**config.mk**
```make
export PLATFORM = sky130hd
export DESIGN_NAME = s2ok_lab_merge
export DESIGN_NICKNAME = d
export VERILOG_FILES = /design/src/sv/s2ok_pkg.sv /design/src/sv/s2ok_lab_merge.sv
export SDC_FILE = /design/constraint.sdc
export NUM_CORES = 2
export LEC_CHECK = 0
export BUFFER_PORTS_ARGS = -buffer_cell sky130_fd_sc_hd__buf_2
export CAP_MARGIN = 10
export CORE_UTILIZATION = 62
export CTS_CLUSTER_SIZE = 14
export DETAILED_ROUTE_END_ITERATION = 12
export PLACE_DENSITY = 0.79
export SETUP_SLACK_MARGIN = 0.5
export SLEW_MARGIN = 40
export SYNTH_ARGS = -nofsm -noshare
export SYNTH_HDL_FRONTEND = slang
export SYNTH_SLANG_ARGS = --single-unit
```
**constraint.sdc**
```tcl
create_clock -name clk -period 25.8 [get_ports clk]
set_input_delay 5.16 -clock clk [delete_from_list [all_inputs] [get_ports clk]]
set_output_delay 5.16 -clock clk [all_outputs]
set_load 0.005 [all_outputs]
```
**src/sv/s2ok_pkg.sv**
```systemverilog
// Shared constants, types and table builder for the sRGB to OkLab converter.
`default_nettype none
package s2ok_pkg;

  localparam int CHANNEL_BITS_DEF  = 8;
  localparam int OUT_FRAC_BITS_DEF = 12;
  localparam int LIN_W  = 16;
  localparam int CBRT_STAGES = 16;
  localparam int LAB_COEF_W = 19;

  typedef logic [LIN_W-1:0] lin_t;

  localparam int unsigned TO_LMS [3][3] = '{
    '{27012, 35145,  3372},
    '{13884, 44612,  7039},
    '{ 5787, 18471, 41305}
  };

  localparam int TO_LAB [3][3] = '{
    '{ 13792,   52011,   -267},
    '{129630, -159160,  29530},
    '{  1698,   51300, -52997}
  };

  localparam longint unsigned Q30_ONE = 64'd1 << 30;

  function automatic longint unsigned mul_q30(longint unsigned a, longint unsigned b);
    return (a * b) >> 30;
  endfunction

  function automatic longint unsigned pow5_q30(longint unsigned y);
    longint unsigned sq;
    longint unsigned qu;
    sq = mul_q30(y, y);
    qu = mul_q30(sq, sq);
    return mul_q30(qu, y);
  endfunction

  // Restoring long division, used only while building the constant table.
  function automatic longint unsigned udiv64(longint unsigned n, longint unsigned d);
    longint unsigned q;
    longint unsigned rem;
    q   = 64'd0;
    rem = 64'd0;
    for (int k = 63; k >= 0; k--) begin
      rem = (rem << 1) | ((n >> k) & 64'd1);
      if (rem >= d) begin
        rem = rem - d;
        q   = q | (64'd1 << k);
      end
    end
    return q;
  endfunction

  // sRGB transfer decode of one code, evaluated at elaboration only.
  function automatic lin_t decode_entry(longint unsigned v, int cbits);
    longint unsigned maxv;
    longint unsigned res;
    longint unsigned t;
    longint unsigned u;
    longint unsigned y;
    longint unsigned cand;
    maxv = (64'd1 << cbits) - 64'd1;
    if (v * 64'd100000 <= 64'd4045 * maxv) begin
      res = udiv64(64'd2 * v * 64'd6553600 + 64'd1292 * maxv, 64'd2 * 64'd1292 * maxv);
    end else begin
      t = udiv64((v * 64'd1000 + 64'd55 * maxv) << 30, 64'd1055 * maxv);
      if (t > Q30_ONE) t = Q30_ONE;
      u = mul_q30(t, t);
      y = 64'd0;
      for (int b = 30; b >= 0; b--) begin
        cand = y | (64'd1 << b);
        if (cand <= Q30_ONE && pow5_q30(cand) <= u) y = cand;
      end
      res = (mul_q30(u, y) + (64'd1 << 13)) >> 14;
    end
    if (res > 64'd65535) res = 64'd65535;
    return res[LIN_W-1:0];
  endfunction

endpackage
`default_nettype wire

```
**src/sv/s2ok_lab_merge.sv**
```systemverilog
// Merge of the three cube-root lanes into OkLab L, a, b with rounding and saturation.
`default_nettype none
module s2ok_lab_merge #(
  parameter int OUT_FRAC_BITS = s2ok_pkg::OUT_FRAC_BITS_DEF
) (
  input  wire logic                            clk,
  input  wire logic [1:0]                      adv,
  input  wire logic [s2ok_pkg::LIN_W-1:0]      cr [3],
  output logic      [OUT_FRAC_BITS-1:0]        lightness,
  output logic signed [OUT_FRAC_BITS-1:0]      green_red_axis,
  output logic signed [OUT_FRAC_BITS-1:0]      blue_yellow_axis
);
  localparam int AW = 38;
  localparam int SH = 32 - OUT_FRAC_BITS;
  localparam logic signed [AW-1:0] LMAX = AW'((64'sd1 <<< OUT_FRAC_BITS) - 1);
  localparam logic signed [AW-1:0] AMAX = AW'((64'sd1 <<< (OUT_FRAC_BITS - 1)) - 1);
  localparam logic signed [AW-1:0] AMIN = AW'(-(64'sd1 <<< (OUT_FRAC_BITS - 1)));
  localparam logic signed [AW-1:0] HALF = AW'(64'sd1 <<< (SH - 1));

  logic signed [AW-1:0] acc_nxt [3];
  logic signed [AW-1:0] acc_r   [3];
  logic signed [AW-1:0] rnd     [3];
  logic signed [AW-1:0] sat     [3];

  always_comb begin
    for (int i = 0; i < 3; i++) begin
      acc_nxt[i] = '0;
      for (int j = 0; j < 3; j++) begin
        acc_nxt[i] = acc_nxt[i]
          + AW'($signed(s2ok_pkg::LAB_COEF_W'(s2ok_pkg::TO_LAB[i][j]))
                * $signed({1'b0, cr[j]}));
      end
      rnd[i] = (acc_r[i] + HALF) >>> SH;
    end
    sat[0] = (rnd[0] < 0) ? '0 : ((rnd[0] > LMAX) ? LMAX : rnd[0]);
    for (int i = 1; i < 3; i++) begin
      sat[i] = (rnd[i] > AMAX) ? AMAX : ((rnd[i] < AMIN) ? AMIN : rnd[i]);
    end
  end

  always_ff @(posedge clk) begin
    if (adv[0]) begin
      acc_r <= acc_nxt;
    end
    if (adv[1]) begin
      lightness        <= sat[0][OUT_FRAC_BITS-1:0];
      green_red_axis   <= sat[1][OUT_FRAC_BITS-1:0];
      blue_yellow_axis <= sat[2][OUT_FRAC_BITS-1:0];
    end
  end
endmodule
`default_nettype wire

```
# [Yosys cells after proc, flatten, opt, wreduce, memory -nomap -nowiden]
# Cells that the tools add are included.
[totals] out_inout_bits=36 mem_count=0 mem_bits_ro=0 ramBits=0 latch_bits=0 ff_bits=150 in_bits=51
[classes] div_mod_pow=0 shift=0 reduce_logical=0 eq_ne=0 bitwise_logic=0 multipliers=9 n_mux=3 n_addsub=9 order_cmp=6
[ops] cell="$add A38 B21 Y38 const B" count=3
[ops] cell="$mul A16 B16 Y32 const A" count=2
[ops] cell="$mul A14 B16 Y30 const A" count=2
[ops] cell="$add A37 B32 Y38" count=1
[ops] cell="$add A34 B36 Y37" count=1
[ops] cell="$gt A18 B12 Y1 const B" count=2
[ops] cell="$lt A18 B12 Y1 const B" count=2
[ops] cell="$mux W12" count=3
[ops] cell="$add A34 B27 Y35" count=1
[ops] cell="$add A34 B34 Y35" count=1
[ops] cell="$mul A17 B17 Y34 const A" count=1
[ops] cell="$add A27 B32 Y33" count=1
[ops] cell="$add A30 B32 Y33" count=1
[ops] cell="$mul A16 B17 Y33 const A" count=1
[ops] cell="$mul A10 B17 Y27 const A" count=1
[ops] cell="$mul A10 B16 Y26 const A" count=1
[ops] cell="$mul A9 B16 Y25 const A" count=1
[ops] cell="$gt A18 B13 Y1 const B" count=1
[ops] cell="$lt A18 B1 Y1 const B" count=1

# [Longest topological paths before layout]
[depth] depth_word=3 ltp_mapped=46 depth_no_buf=46

# [Worst setup path before layout]
# OpenSTA, ideal clock, no wires.
[synth_timing] path_type="input -> register" from="input port cr[17] in the netlist's numbering" to="register acc_r[36] in the netlist's numbering (data pin)" stages=45 path_slack_ns=10.689 n_path_buf=0 setup_time_ns=0.260 t_arrival_ns=14.851 cell_sequence="ha_1 inv_1 fa_1 inv_1 ha_1 inv_1 fa_1 inv_1 fa_1 inv_1 fa_1 inv_1 ha_1 o21a_1 o21ai_0 a21oi_1 o31a_1 o21a_1 [9 not listed] o21a_1 o21ai_1 a21bo_2 xnor2_1 fa_1 fa_1 inv_1 fa_1 fa_1 fa_1 inv_1 ha_1 or3_1 o21ai_0 a21oi_1 a211o_1 a21oi_1 xnor2_1"
[synth_rtl] element="from (decl)" line_no="s2ok_lab_merge.sv:8" rtl="input wire logic [s2ok_pkg::LIN_W-1:0] cr [3],"
[synth_rtl] element="to (signal assigned)" line_no="s2ok_lab_merge.sv:43" rtl="acc_r <= acc_nxt;"
[synth_rtl] element="to (decl)" line_no="s2ok_lab_merge.sv:21" rtl="logic signed [AW-1:0] acc_r [3];"

==> results.sh <==
export IMPL_status="complete, but fails checks"
export IMPL_violations="design-rule violations"
export IMPL_syn_avg_cell_area_um2=9.87
export IMPL_portBuffers=86
export IMPL_antenna_found_initial=1
export IMPL_use_met3=0.0435
export IMPL_start_util=0.626
export IMPL_area_growth_pct=4.41
export IMPL_post_cts_buffers=0
export IMPL_n_fill_cell=5736
export IMPL_crit_path_start_kind="primary input"
export IMPL_cts_tree="yes"
export IMPL_wl_per_cell_um=21.1
export IMPL_seq_area_um2=2610
export IMPL_viasPerCell=5.70
export IMPL_grt_busiest_layer="met2"
export IMPL_fmax_mhz=62.6
export IMPL_first_iter_violations=1941
export IMPL_ys_seq_elements=87
export IMPL_hpwlAfterDp_um=103000
export IMPL_nets=6340
export IMPL_die_w_um=268
export IMPL_holdPathEnd="blue_yellow_axis[11]"
export IMPL_synthCells=4439
export IMPL_cts_sinks=87
export IMPL_slowest_stage="fa_1"
export IMPL_synthArstFlopShare=0
export IMPL_grt_pass1_vias=32700
export IMPL_reg2reg_to="green_red_axis[10]"
export IMPL_use_met2=0.555
export IMPL_min_period_ps=15980
export IMPL_drive_above_1_share=0.0300
export IMPL_grt_pass1_wl_um=180000
export IMPL_grtUsageTotal=0.336
export IMPL_cts_root_buffer="clkbuf_16"
export IMPL_drt_wl_total_um=116000
export IMPL_die_area_um2=71700
export IMPL_multi_input_area_um2=36900
export IMPL_ant_nets=0
export IMPL_r2r_start="acc_r[57]"
export IMPL_ios=87
export IMPL_synth_area_leaders="fa_1 (35%), ha_1 (28%), inv_1 (9.7%), edfxtp_1 (6.0%), xnor2_1 (3.8%)"
export IMPL_clk_pin_slew_ps=80
export IMPL_hold_path_class="reg -> reg"
export IMPL_dr_pass1_iters=9
export IMPL_drc=4
export IMPL_yosysMostFrequentCell="inv_1"
export IMPL_ys_seq_area_frac=0.0596
export IMPL_setup_worst_path_end_class="flip-flop"
export IMPL_maxSlewViolCount=0
export IMPL_syn_num_nets=6249
export IMPL_grt_max_degree=52
export IMPL_cts_made_buffers=9
export IMPL_r2r_slack_ps=23020
export IMPL_max_cap_viol_count=0
export IMPL_tightest_slew_ps=870
export IMPL_setup_ws_ps=9820
export IMPL_cts_resized=0
export IMPL_fin_skew_ps=21.7
export IMPL_tns_ps=0
export IMPL_max_slew_margin=0.416
export IMPL_die_h_um=268
export IMPL_cts_max_level=3
export IMPL_required_ps=25930
export IMPL_pre_cts_slack_ps=9600
export IMPL_synth_top_cells_by_count="inv_1 (1130), ha_1 (994), fa_1 (765)"
export IMPL_crit_top_cell="fa_1"
export IMPL_ys_flop_type="edfxtp_1"
export IMPL_clock_latency_ps=390
export IMPL_routabilityCongestion=1.04
export IMPL_synth_edff_count=87
export IMPL_yosysTopAreaCellShare=0.350
export IMPL_ctsHoldBuffers=0
export IMPL_num_rows=97
export IMPL_cp_data_arrival_time_ps=16110
export IMPL_setup_viol=0
export IMPL_layout_cells_non_filler=5476
export IMPL_critPathMaxFanout=11
export IMPL_rr_worst_depth=9
export IMPL_ys_types=74
export IMPL_core_area_um2=70000
export IMPL_post_place_cells=5459
export IMPL_finalHoldViolCount=0
export IMPL_critical_path_class="in -> reg"
export IMPL_synth_top_cell_by_area="fa_1"
export IMPL_yosysWarnings=0
export IMPL_hp_start="acc_r[33]"
export IMPL_period_share=0.619
export IMPL_cts_max_path_buffers=2
export IMPL_use_met1=0.434
export IMPL_grt_overflow=0
export IMPL_cpPeakStageDelay_ps=560
export IMPL_syn_area_um2=43800
export IMPL_hold_ws_ps=661
export IMPL_rsz0062_at_grt="false"
export IMPL_via_count=31200
export IMPL_min_path_cells=1
==> per-stage QoR <==
step | util | cell area [um2]
2_1_floorplan | - | 43800
3_3_place_gp | 0.649 | 45400
3_5_place_dp | 0.649 | 45400
4_1_cts | 0.653 | 45700
5_1_grt | 0.653 | 45700
6_report | 0.653 | 45700
==> cells by family (layout without fill, tap and decap cells) <==
kind of cell | count (synthesis) | in the layout | share of synthesized area
AO/OA/AOI/OAI | 626 | 626 | 0.0911
XOR/XNOR | 280 | 280 | 0.0560
adder cells (fa/ha/maj) | 1759 | 1759 | 0.634
buffers and inverters | 1145 | 1241 | 0.0981
flip-flops | 87 | 87 | 0.0596
multiplexers | 3 | 3 | 0.000686
other | 0 | 1 | 0
AND/OR/NAND/NOR | 539 | 539 | 0.0609
==> final cells by class <==
class	instances	area share
Clock inverter	7	0.00167
Sequential cell	87	0.0571
Multi-Input combinational cell	3207	0.807
Clock buffer	9	0.00492
Antenna cell	1	0.0000547
Timing Repair Buffer	95	0.0109
Inverter	1130	0.0927
Tap cell	940	0.0257
==> worst max-delay path by stage <==
stage	start	endpoint	slack, ps	depth (start not counted)
6_report	cr[17]	acc_r[36]	9820	46
5_1_grt	cr[21]	acc_r[36]	9140	46
3_5_place_dp	cr[17]	acc_r[36]	9600	46
3_3_place_gp	cr[17]	acc_r[36]	9780	46
4_1_cts	cr[17]	acc_r[36]	9900	46
2_1_floorplan	cr[17]	acc_r[36]	10690	45
==> per-layer routing <==
| layer | wire, um | up-vias |
|---|---|---|
| met1 | 47800 | 15400 |
| li1 | - | 14600 |
| met4 | 6820 | 0 |
| met2 | 53700 | 968 |
| met5 | 0 | - |
| met3 | 7350 | 291 |
==> sequential cells by signal, summed over array words and instances (netlist names) <==
register          count
green_red_axis       12
lightness            12
acc_r                51
blue_yellow_axis     12
==> critical path: cells and delay by family <==
family | cells | cell delay, ps
simple gates | 4 | 680
fa+ha+maj | 14 | 6290
compound gates | 17 | 3050
buf+inv | 9 | 690
xor+xnor | 2 | 230
==> cells in the final DEF (no fill, tap or decap), drive strengths merged, types with 71 or more instances in the layout <==
cell type	Yosys	layout
edfxtp	87	87
fa	765	765
o21ai	151	151
xnor2	188	188
a21o	71	71
xor2	92	92
a21oi	193	193
inv	1130	1133
ha	994	994
buf	1	95
nor2	149	149
nand2	106	106
Power is left out: the tool's default activity adds up to more than one toggle a clock period on the data nets, which glitch-free logic cannot reach.
