$ cat src/sv/s2ok_pkg.sv
// Shared constants, types and table builder for the sRGB to OkLab converter.
`default_nettype none
package s2ok_pkg;

  localparam int CHANNEL_BITS_DEF  = 8;
  localparam int OUT_FRAC_BITS_DEF = 12;
  localparam int LIN_W  = 16;
  localparam int CBRT_STAGES = 16;
  localparam int LAB_COEF_W = 19;

  typedef logic [LIN_W-1:0] lin_t;

  localparam int unsigned TO_LMS [3][3] = '{
    '{27012, 35145,  3372},
    '{13884, 44612,  7039},
    '{ 5787, 18471, 41305}
  };

  localparam int TO_LAB [3][3] = '{
    '{ 13792,   52011,   -267},
    '{129630, -159160,  29530},
    '{  1698,   51300, -52997}
  };

  localparam longint unsigned Q30_ONE = 64'd1 << 30;

  function automatic longint unsigned mul_q30(longint unsigned a, longint unsigned b);
    return (a * b) >> 30;
  endfunction

  function automatic longint unsigned pow5_q30(longint unsigned y);
    longint unsigned sq;
    longint unsigned qu;
    sq = mul_q30(y, y);
    qu = mul_q30(sq, sq);
    return mul_q30(qu, y);
  endfunction

  // Restoring long division, used only while building the constant table.
  function automatic longint unsigned udiv64(longint unsigned n, longint unsigned d);
    longint unsigned q;
    longint unsigned rem;
    q   = 64'd0;
    rem = 64'd0;
    for (int k = 63; k >= 0; k--) begin
      rem = (rem << 1) | ((n >> k) & 64'd1);
      if (rem >= d) begin
        rem = rem - d;
        q   = q | (64'd1 << k);
      end
    end
    return q;
  endfunction

  // sRGB transfer decode of one code, evaluated at elaboration only.
  function automatic lin_t decode_entry(longint unsigned v, int cbits);
    longint unsigned maxv;
    longint unsigned res;
    longint unsigned t;
    longint unsigned u;
    longint unsigned y;
    longint unsigned cand;
    maxv = (64'd1 << cbits) - 64'd1;
    if (v * 64'd100000 <= 64'd4045 * maxv) begin
      res = udiv64(64'd2 * v * 64'd6553600 + 64'd1292 * maxv, 64'd2 * 64'd1292 * maxv);
    end else begin
      t = udiv64((v * 64'd1000 + 64'd55 * maxv) << 30, 64'd1055 * maxv);
      if (t > Q30_ONE) t = Q30_ONE;
      u = mul_q30(t, t);
      y = 64'd0;
      for (int b = 30; b >= 0; b--) begin
        cand = y | (64'd1 << b);
        if (cand <= Q30_ONE && pow5_q30(cand) <= u) y = cand;
      end
      res = (mul_q30(u, y) + (64'd1 << 13)) >> 14;
    end
    if (res > 64'd65535) res = 64'd65535;
    return res[LIN_W-1:0];
  endfunction

endpackage
`default_nettype wire

$ cat src/sv/s2ok_cbrt_lane.sv
// Pipelined cube root lane: floor(cbrt(x * 2^32)), one result bit per stage.
`default_nettype none
module s2ok_cbrt_lane (
  input  wire logic                               clk,
  input  wire logic [s2ok_pkg::CBRT_STAGES-1:0]   adv,
  input  wire logic [s2ok_pkg::LIN_W-1:0]         x,
  output logic      [s2ok_pkg::LIN_W-1:0]         root
);
  localparam int N  = s2ok_pkg::CBRT_STAGES;
  localparam int RW = s2ok_pkg::LIN_W;
  localparam int CW = 3 * RW + 2;

  logic [RW-1:0]   r_r   [N];
  logic [2*RW-1:0] s_r   [N];
  logic [CW-1:0]   y_r   [N];
  logic [CW-1:0]   tgt_r [N];

  for (genvar k = 0; k < N; k++) begin : g_stage
    localparam int B = N - 1 - k;
    logic [RW-1:0]   r_in;
    logic [2*RW-1:0] s_in;
    logic [CW-1:0]   y_in;
    logic [CW-1:0]   t_in;
    logic [CW-1:0]   c3;
    logic [2*RW-1:0] s_new;

    if (k == 0) begin : g_first
      assign r_in = '0;
      assign s_in = '0;
      assign y_in = '0;
      assign t_in = {2'b00, x, {(2*RW){1'b0}}};
    end else begin : g_next
      assign r_in = r_r[k-1];
      assign s_in = s_r[k-1];
      assign y_in = y_r[k-1];
      assign t_in = tgt_r[k-1];
    end

    // (r + 2^B)^3 = r^3 + 3 r^2 2^B + 3 r 2^2B + 2^3B
    assign c3 = y_in
              + ((CW'(s_in) + (CW'(s_in) << 1)) << B)
              + ((CW'(r_in) + (CW'(r_in) << 1)) << (2 * B))
              + (CW'(1) << (3 * B));
    assign s_new = s_in + ((2*RW)'(r_in) << (B + 1)) + ((2*RW)'(1) << (2 * B));

    always_ff @(posedge clk) begin
      if (adv[k]) begin
        tgt_r[k] <= t_in;
        if (c3 <= t_in) begin
          r_r[k] <= r_in | (RW'(1) << B);
          s_r[k] <= s_new;
          y_r[k] <= c3;
        end else begin
          r_r[k] <= r_in;
          s_r[k] <= s_in;
          y_r[k] <= y_in;
        end
      end
    end
  end

  assign root = r_r[N-1];
endmodule
`default_nettype wire

$ cat config.mk
export PLATFORM = sky130hd
export DESIGN_NAME = s2ok_cbrt_lane
export DESIGN_NICKNAME = d
export VERILOG_FILES = /design/src/sv/s2ok_pkg.sv /design/src/sv/s2ok_cbrt_lane.sv
export SDC_FILE = /design/constraint.sdc
export NUM_CORES = 2
export LEC_CHECK = 0
export BUFFER_PORTS_ARGS = -buffer_cell sky130_fd_sc_hd__clkbuf_2
export CAP_MARGIN = 25
export CORE_MARGIN = 5
export CORE_UTILIZATION = 40
export CTS_CLUSTER_DIAMETER = 120
export DETAILED_ROUTE_END_ITERATION = 16
export HOLD_SLACK_MARGIN = 0.02
export SKIP_CTS_REPAIR_TIMING = 1
export SLEW_MARGIN = 20
export SYNTH_ARGS = -nofsm -noshare
export SYNTH_HDL_FRONTEND = slang
export SYNTH_SLANG_ARGS = --single-unit
$ cat constraint.sdc
create_clock -name clk -period 7.4 [get_ports clk]
set_input_delay 0.37 -clock clk [delete_from_list [all_inputs] [get_ports clk]]
set_output_delay 0.37 -clock clk [all_outputs]
set_load 0.05 [all_outputs]
Word level (Yosys, flattened, before mapping):

Memory sizes are Yosys's and may differ from the RTL's.
Index checks and enable logic that the tools add are counted.

* bitwise logic cells: 48
* $add $sub $neg: 105
* mux-type cells: 176
* magnitude comparators: 16

Operators by type and width (number)
* 2-to-1 mux 50 bit: 16
* <= comparator 50 bit: 15
* 2-to-1 mux 32 bit: 16
* adder 32 x 33 -> 34 bit: 15
* adder 16 x 17 -> 18 bit: 15
* 2-to-1 mux 16 bit: 16
* 2-to-1 mux 1 bit: 128
* adder 50 x 34 -> 50 bit: 2
* adder 50 x 36 -> 50 bit: 2
* adder 50 x 38 -> 50 bit: 2
* adder 50 x 40 -> 50 bit: 2
* adder 50 x 42 -> 50 bit: 2
* adder 50 x 44 -> 50 bit: 2
* adder 50 x 46 -> 50 bit: 2
* adder 50 x 1 -> 50 bit (second input constant): 1
* adder 50 x 10 -> 50 bit (second input constant): 1
* adder 50 x 13 -> 50 bit (second input constant): 1
* adder 50 x 16 -> 50 bit (second input constant): 1
* adder 50 x 18 -> 50 bit: 1
* adder 50 x 19 -> 50 bit (second input constant): 1
* adder 50 x 20 -> 50 bit: 1
* adder 50 x 22 -> 50 bit: 1
* adder 50 x 22 -> 50 bit (second input constant): 1
* adder 50 x 24 -> 50 bit: 1
* other kinds (53): 100

* memories kept: 4
* bits in writable memories: 2368
* output and inout bits: 16
* word-level logic and storage cells: 349
* bits in registers: 0
* input port bits: 33

Memories
* tgt_r: words 16, bits a word 50, read ports 15, clocked after Yosys merged registers in 0, write ports 16, RTL line s2ok_cbrt_lane.sv:16 `logic [CW-1:0] tgt_r [N];`
* y_r: words 16, bits a word 50, read ports 15, clocked after Yosys merged registers in 0, write ports 16, RTL line s2ok_cbrt_lane.sv:15 `logic [CW-1:0] y_r [N];`
* s_r: words 16, bits a word 32, read ports 15, clocked after Yosys merged registers in 0, write ports 16, RTL line s2ok_cbrt_lane.sv:14 `logic [2*RW-1:0] s_r [N];`
* r_r: words 16, bits a word 16, read ports 16, clocked after Yosys merged registers in 0, write ports 16, RTL line s2ok_cbrt_lane.sv:13 `logic [RW-1:0] r_r [N];`

Longest topological paths before layout:

An unclocked memory read counts as a cell.

* depth after elaboration: 10
* mapped depth: 42
* depth with buffers taken out: 40

Worst setup path after synthesis:

No wires, ideal clock.

* path kind: flip-flop to flip-flop
* from: memory r_r[1][83] in the netlist's numbering
* to: memory s_r[1][219] in the netlist's numbering, data pin
* cell stages (with the launch flop): 42
* required time: 7.129 ns
* buffers on the path: 2
* setup slack: -0.250 ns
* arrival: 7.379 ns
* cell sequence: edfxtp_1 > ha_1 > inv_1 > fa_1 > nor2b_1 > o21ai_0 > a21boi_0 > o21ai_0 > a21oi_1 > o21ai_0 > a21oi_1 > o21a_1 > nor2_1 > o21ai_0 > xor2_1 > fa_1 > inv_1 > ha_1 > [... 6 more ...] > a21o_1 > nand2b_1 > clkbuf_1 > nor2_1 > xor2_1 > ha_1 > a21o_1 > a21o_1 > a21o_1 > a21o_1 > a21oi_1 > nand2_1 > nor4_1 > mux2_2 > o21ai_2 > buf_6 > nor4_1 > xor2_1

RTL lines (RTL line)
* start: declaration: s2ok_cbrt_lane.sv:13
* end: declaration: s2ok_cbrt_lane.sv:14

==> key figures <==
Status
  • Result of the run: finished, violations left
  • Violated checks: setup timing

Critical path
  • Depth of the worst register-to-register path: 39
  • Startpoint type of the worst setup path: flop
  • Beginning of the worst register-to-register path: r_r[1][83]
  • Start-to-end type of the worst setup path: reg2reg
  • Reg2Reg Capture Point: y_r[1][305]
  • Setup slack of the worst register-to-register path: -0.34 ns
  • Slowest stage delay, CP: about 0.48 ns
  • Crit path max-delay cell type: sky130_fd_sc_hd__fa_1
  • Worst-path maximum fanout: 8
  • Crit. End Element: flop
  • Crit path DAT: 8.25 ns
  • Critical Path Most Common Cell: sky130_fd_sc_hd__a21oi_2
  • Required time at the endpoint of the critical path: between 7 and 8 ns
  • Launch point of the critical path: r_r[1][83]

Synth
  • Primary FF master, synth: sky130_fd_sc_hd__edfxtp_1
  • Mapped Area: 74570 µm²
  • FF+latch count, synth: slightly below 1000
  • Fraction of registers with async set or reset after synthesis: 0%
  • Number of warnings printed during yosys synthesis: 0
  • Post-synthesis net count: 8285
  • Number of standard cells after synthesis: 7046
  • Sequential element share of the synthesized area: 38.78%
  • EDFF count, synth: 963
  • Cell variety after synth: 80
  • Synthesized area per cell: 10.58 µm²

Global routing
  • Global-route total usage across every layer: 16.37%
  • Maximum number of pins on one net before global-route repair: 77
  • Initial antenna violation count: 1
  • Number of global-route vias before repair: 53840
  • First-pass GRT wire length: 266500 µm
  • Total overflow reported by the global router: 0

Finish
  • Layout Nets: 9119
  • Area overhead of the layout relative to synthesis: 22.65%
  • Leading cell type in the layout, fill and taps excluded: sky130_fd_sc_hd__ha_1
  • Post-route cell area: 91460 µm²
  • # diodes: 0
  • Fraction of layout cells with a size suffix above 1: 21.50%
  • Most frequent cells in the layout: 995 x sky130_fd_sc_hd__ha_1, 963 x sky130_fd_sc_hd__edfxtp_1, 759 x sky130_fd_sc_hd__inv_1, 658 x sky130_fd_sc_hd__buf_4, 421 x sky130_fd_sc_hd__xnor2_1

STA
  • Maximum clock frequency: 129.2 MHz
  • Pin slew with the least headroom to its limit: 1.438 ns
  • Max Slew Vio Count: 0
  • Slew headroom: 4.126%
  • Final worst clock skew: around 0.11 ns
  • Shortest period the worst path allows: slightly below 8 ns
  • Final hold vios: 0
  • Post-route worst setup slack: -0.3371 ns
  • Share of the clock period used by the worst path: 104.6%
  • Worst hold margin: 0.1015 ns
  • RSZ-0062 raised after global routing: yes
  • Count of endpoints failing setup in the final report: 103

Clock network
  • Number of clock sinks: 963
  • Clock latency of the later-clocked register in the worst-skew pair: 0.78 ns
  • Clock tree from TritonCTS: built
  • Root Driver: sky130_fd_sc_hd__clkbuf_16
  • H-tree lvl count: 3
  • Number of buffers created by CTS: 112
  • Clock transition at path regs: around 0.06 ns
  • Number of buffers between clock root and the deepest sink: 3

Floorplan
  • Total Die Area: around 200000 µm²
  • I/O pin count: just under 50
  • Die W: between 400 and 500 µm
  • DIE HEIGHT: 441.8 µm
  • Starting utilization of the core area: between 40 and 50%
  • Placeable core region: approximately 190000 µm²
  • Standard-cell row count: 158

Placed design
  • Standard cell area after detailed placement: 82290 µm²
  • DP HPWL: 135000 µm
  • Count of buffers from port buffering: 48
  • Final weighted congestion of routability-driven global placement: 0.8822

Detailed routing
  • Final Routed Wirelength: 177500 µm
  • Routed vias/inst: 5.168
  • Post-route DRC violation count: 0
  • Antenna Nets Post-Route: 0
  • Vias after detailed routing: ~54000
  • Violation count after the first detailed-routing iteration: 2216
  • Number of search-and-repair iterations in the first detailed-routing pass: 7
  • Per-cell routed wire length: 16.98 µm

Min path
  • Worst Min Path Start: adv[14]
  • End of the worst hold path: y_r[1][334]
  • Worst Hold Path Cells: 1
  • Type of the worst min-delay path: in2reg

Flow run
  • Maxcap violations: 0
Yosys cell counts (8+ instances only):
master,n,area [µm²]
sky130_fd_sc_hd__a31oi_1,30,187.7
sky130_fd_sc_hd__o2111ai_1,13,113.9
sky130_fd_sc_hd__mux2_2,175,1971
sky130_fd_sc_hd__a31o_2,15,131.4
sky130_fd_sc_hd__nor4_1,25,156.4
sky130_fd_sc_hd__ha_1,1025,12820
sky130_fd_sc_hd__a21boi_0,23,172.7
sky130_fd_sc_hd__nor4b_1,13,113.9
sky130_fd_sc_hd__nand3_1,128,640.6
sky130_fd_sc_hd__clkbuf_1,81,304.0
sky130_fd_sc_hd__xnor2_1,434,3801
sky130_fd_sc_hd__or2_2,26,162.7
sky130_fd_sc_hd__nor3_1,110,550.5
sky130_fd_sc_hd__and4_1,10,87.58
sky130_fd_sc_hd__o211ai_1,24,180.2
sky130_fd_sc_hd__or4_1,10,75.07
sky130_fd_sc_hd__o211a_1,10,100.1
sky130_fd_sc_hd__nor2b_1,71,444.2
sky130_fd_sc_hd__a211o_1,13,113.9
sky130_fd_sc_hd__nand4_1,75,469.2
sky130_fd_sc_hd__xor2_1,327,2864
sky130_fd_sc_hd__nor2_1,335,1257
sky130_fd_sc_hd__o21ai_0,328,1642
sky130_fd_sc_hd__nor3b_1,14,105.1
sky130_fd_sc_hd__and3_1,50,312.8
sky130_fd_sc_hd__a21oi_1,512,2562
sky130_fd_sc_hd__o311ai_0,10,87.58
sky130_fd_sc_hd__mux2i_1,13,130.1
sky130_fd_sc_hd__o21a_1,74,555.5
sky130_fd_sc_hd__buf_2,31,155.2
sky130_fd_sc_hd__a21o_1,267,2004
sky130_fd_sc_hd__nand2b_1,64,400.4
sky130_fd_sc_hd__a211oi_1,48,360.4
sky130_fd_sc_hd__fa_1,181,3623
sky130_fd_sc_hd__inv_1,772,2898
sky130_fd_sc_hd__a221oi_1,8,70.07
sky130_fd_sc_hd__nand2_1,413,1550
sky130_fd_sc_hd__o21bai_1,106,795.8
sky130_fd_sc_hd__and2_1,67,419.2
sky130_fd_sc_hd__o31ai_1,20,150.1
sky130_fd_sc_hd__or3_1,27,168.9
sky130_fd_sc_hd__edfxtp_1,963,28920
sequential cells by signal (all words and copies together), names as in the netlist:
signal,flops
tgt_r,240
s_r,211
r_r,134
y_r,378
cells by family after synthesis:
logic type	after synthesis	synth area share (%)
adders and majority gates	1206	22.06
DFF	963	38.78
AOI/OAI and AO/OA	1581	13.39
and+or+nand+nor	1454	9.463
xor gates and xnor gates	761	8.938
muxes	188	2.817
buffers and inverters	893	4.557
worst max-delay path, delay by kind of cell, from the launching register on:
| kind | cells | cell delay, ns |
|---|---|---|
| flops | 1 | 0.44 |
| xor+xnor | 1 | 0.14 |
| fa+ha+maj | 4 | 1.22 |
| mux | 1 | 0.28 |
| compound gates | 18 | 3.35 |
| buf+inv | 7 | 0.99 |
| simple gates | 8 | 1.06 |
cell type report:
type | count | area (µm²)
Fill cell | 16620 | 93970
Multi-Input combinational cell | 5191 | 45420
Sequential cell | 963 | 28920
Timing Repair Buffer | 835 | 7320
Tap cell | 2480 | 3103
Inverter | 777 | 2942
Clock buffer | 139 | 2925
Clock inverter | 68 | 833.3
worst max path at each step:
stage                        endpoint  cells after the start  slack (ns)
after global placement    s_r[1][219]                     38       -0.96
after global routing      y_r[1][305]                     41       -0.66
after CTS                 s_r[1][219]                     38       -0.99
after floorplan           s_r[1][219]                     39       -0.01
after detailed placement  s_r[1][219]                     38       -0.93
final                     y_r[1][305]                     39       -0.34
metrics by stage:
| stage | TNS (ns) | instances | utilization (%) | worst slack (ns) |
|---|---|---|---|---|
| floorplan | -0.01043 | 7046 | - | -0.01043 |
| global route | -88.82 | 10450 | 49.32 | -0.6625 |
| detailed placement | -204.46 | 10070 | 44.38 | -0.9292 |
| global placement | -170.09 | 10070 | 44.38 | -0.9590 |
| CTS | -211.96 | 10280 | 46.41 | -0.9924 |
| finish | -14.97 | 10450 | 49.32 | -0.3371 |
metal layers:
metal / track usage [%] / part of all wire, % / vias to the layer above
li1: - / - / 26940
met1: 19.68 / 40 / 25980
met2: 30.30 / 52 / 750
met3: 1.887 / 2.7 / 350
met4: 5.437 / 4.5 / 0
met5: 0 / 0 / -
Power is not shown: default switching activity piles up to over one toggle a cycle in this logic, so the estimate is an artifact.
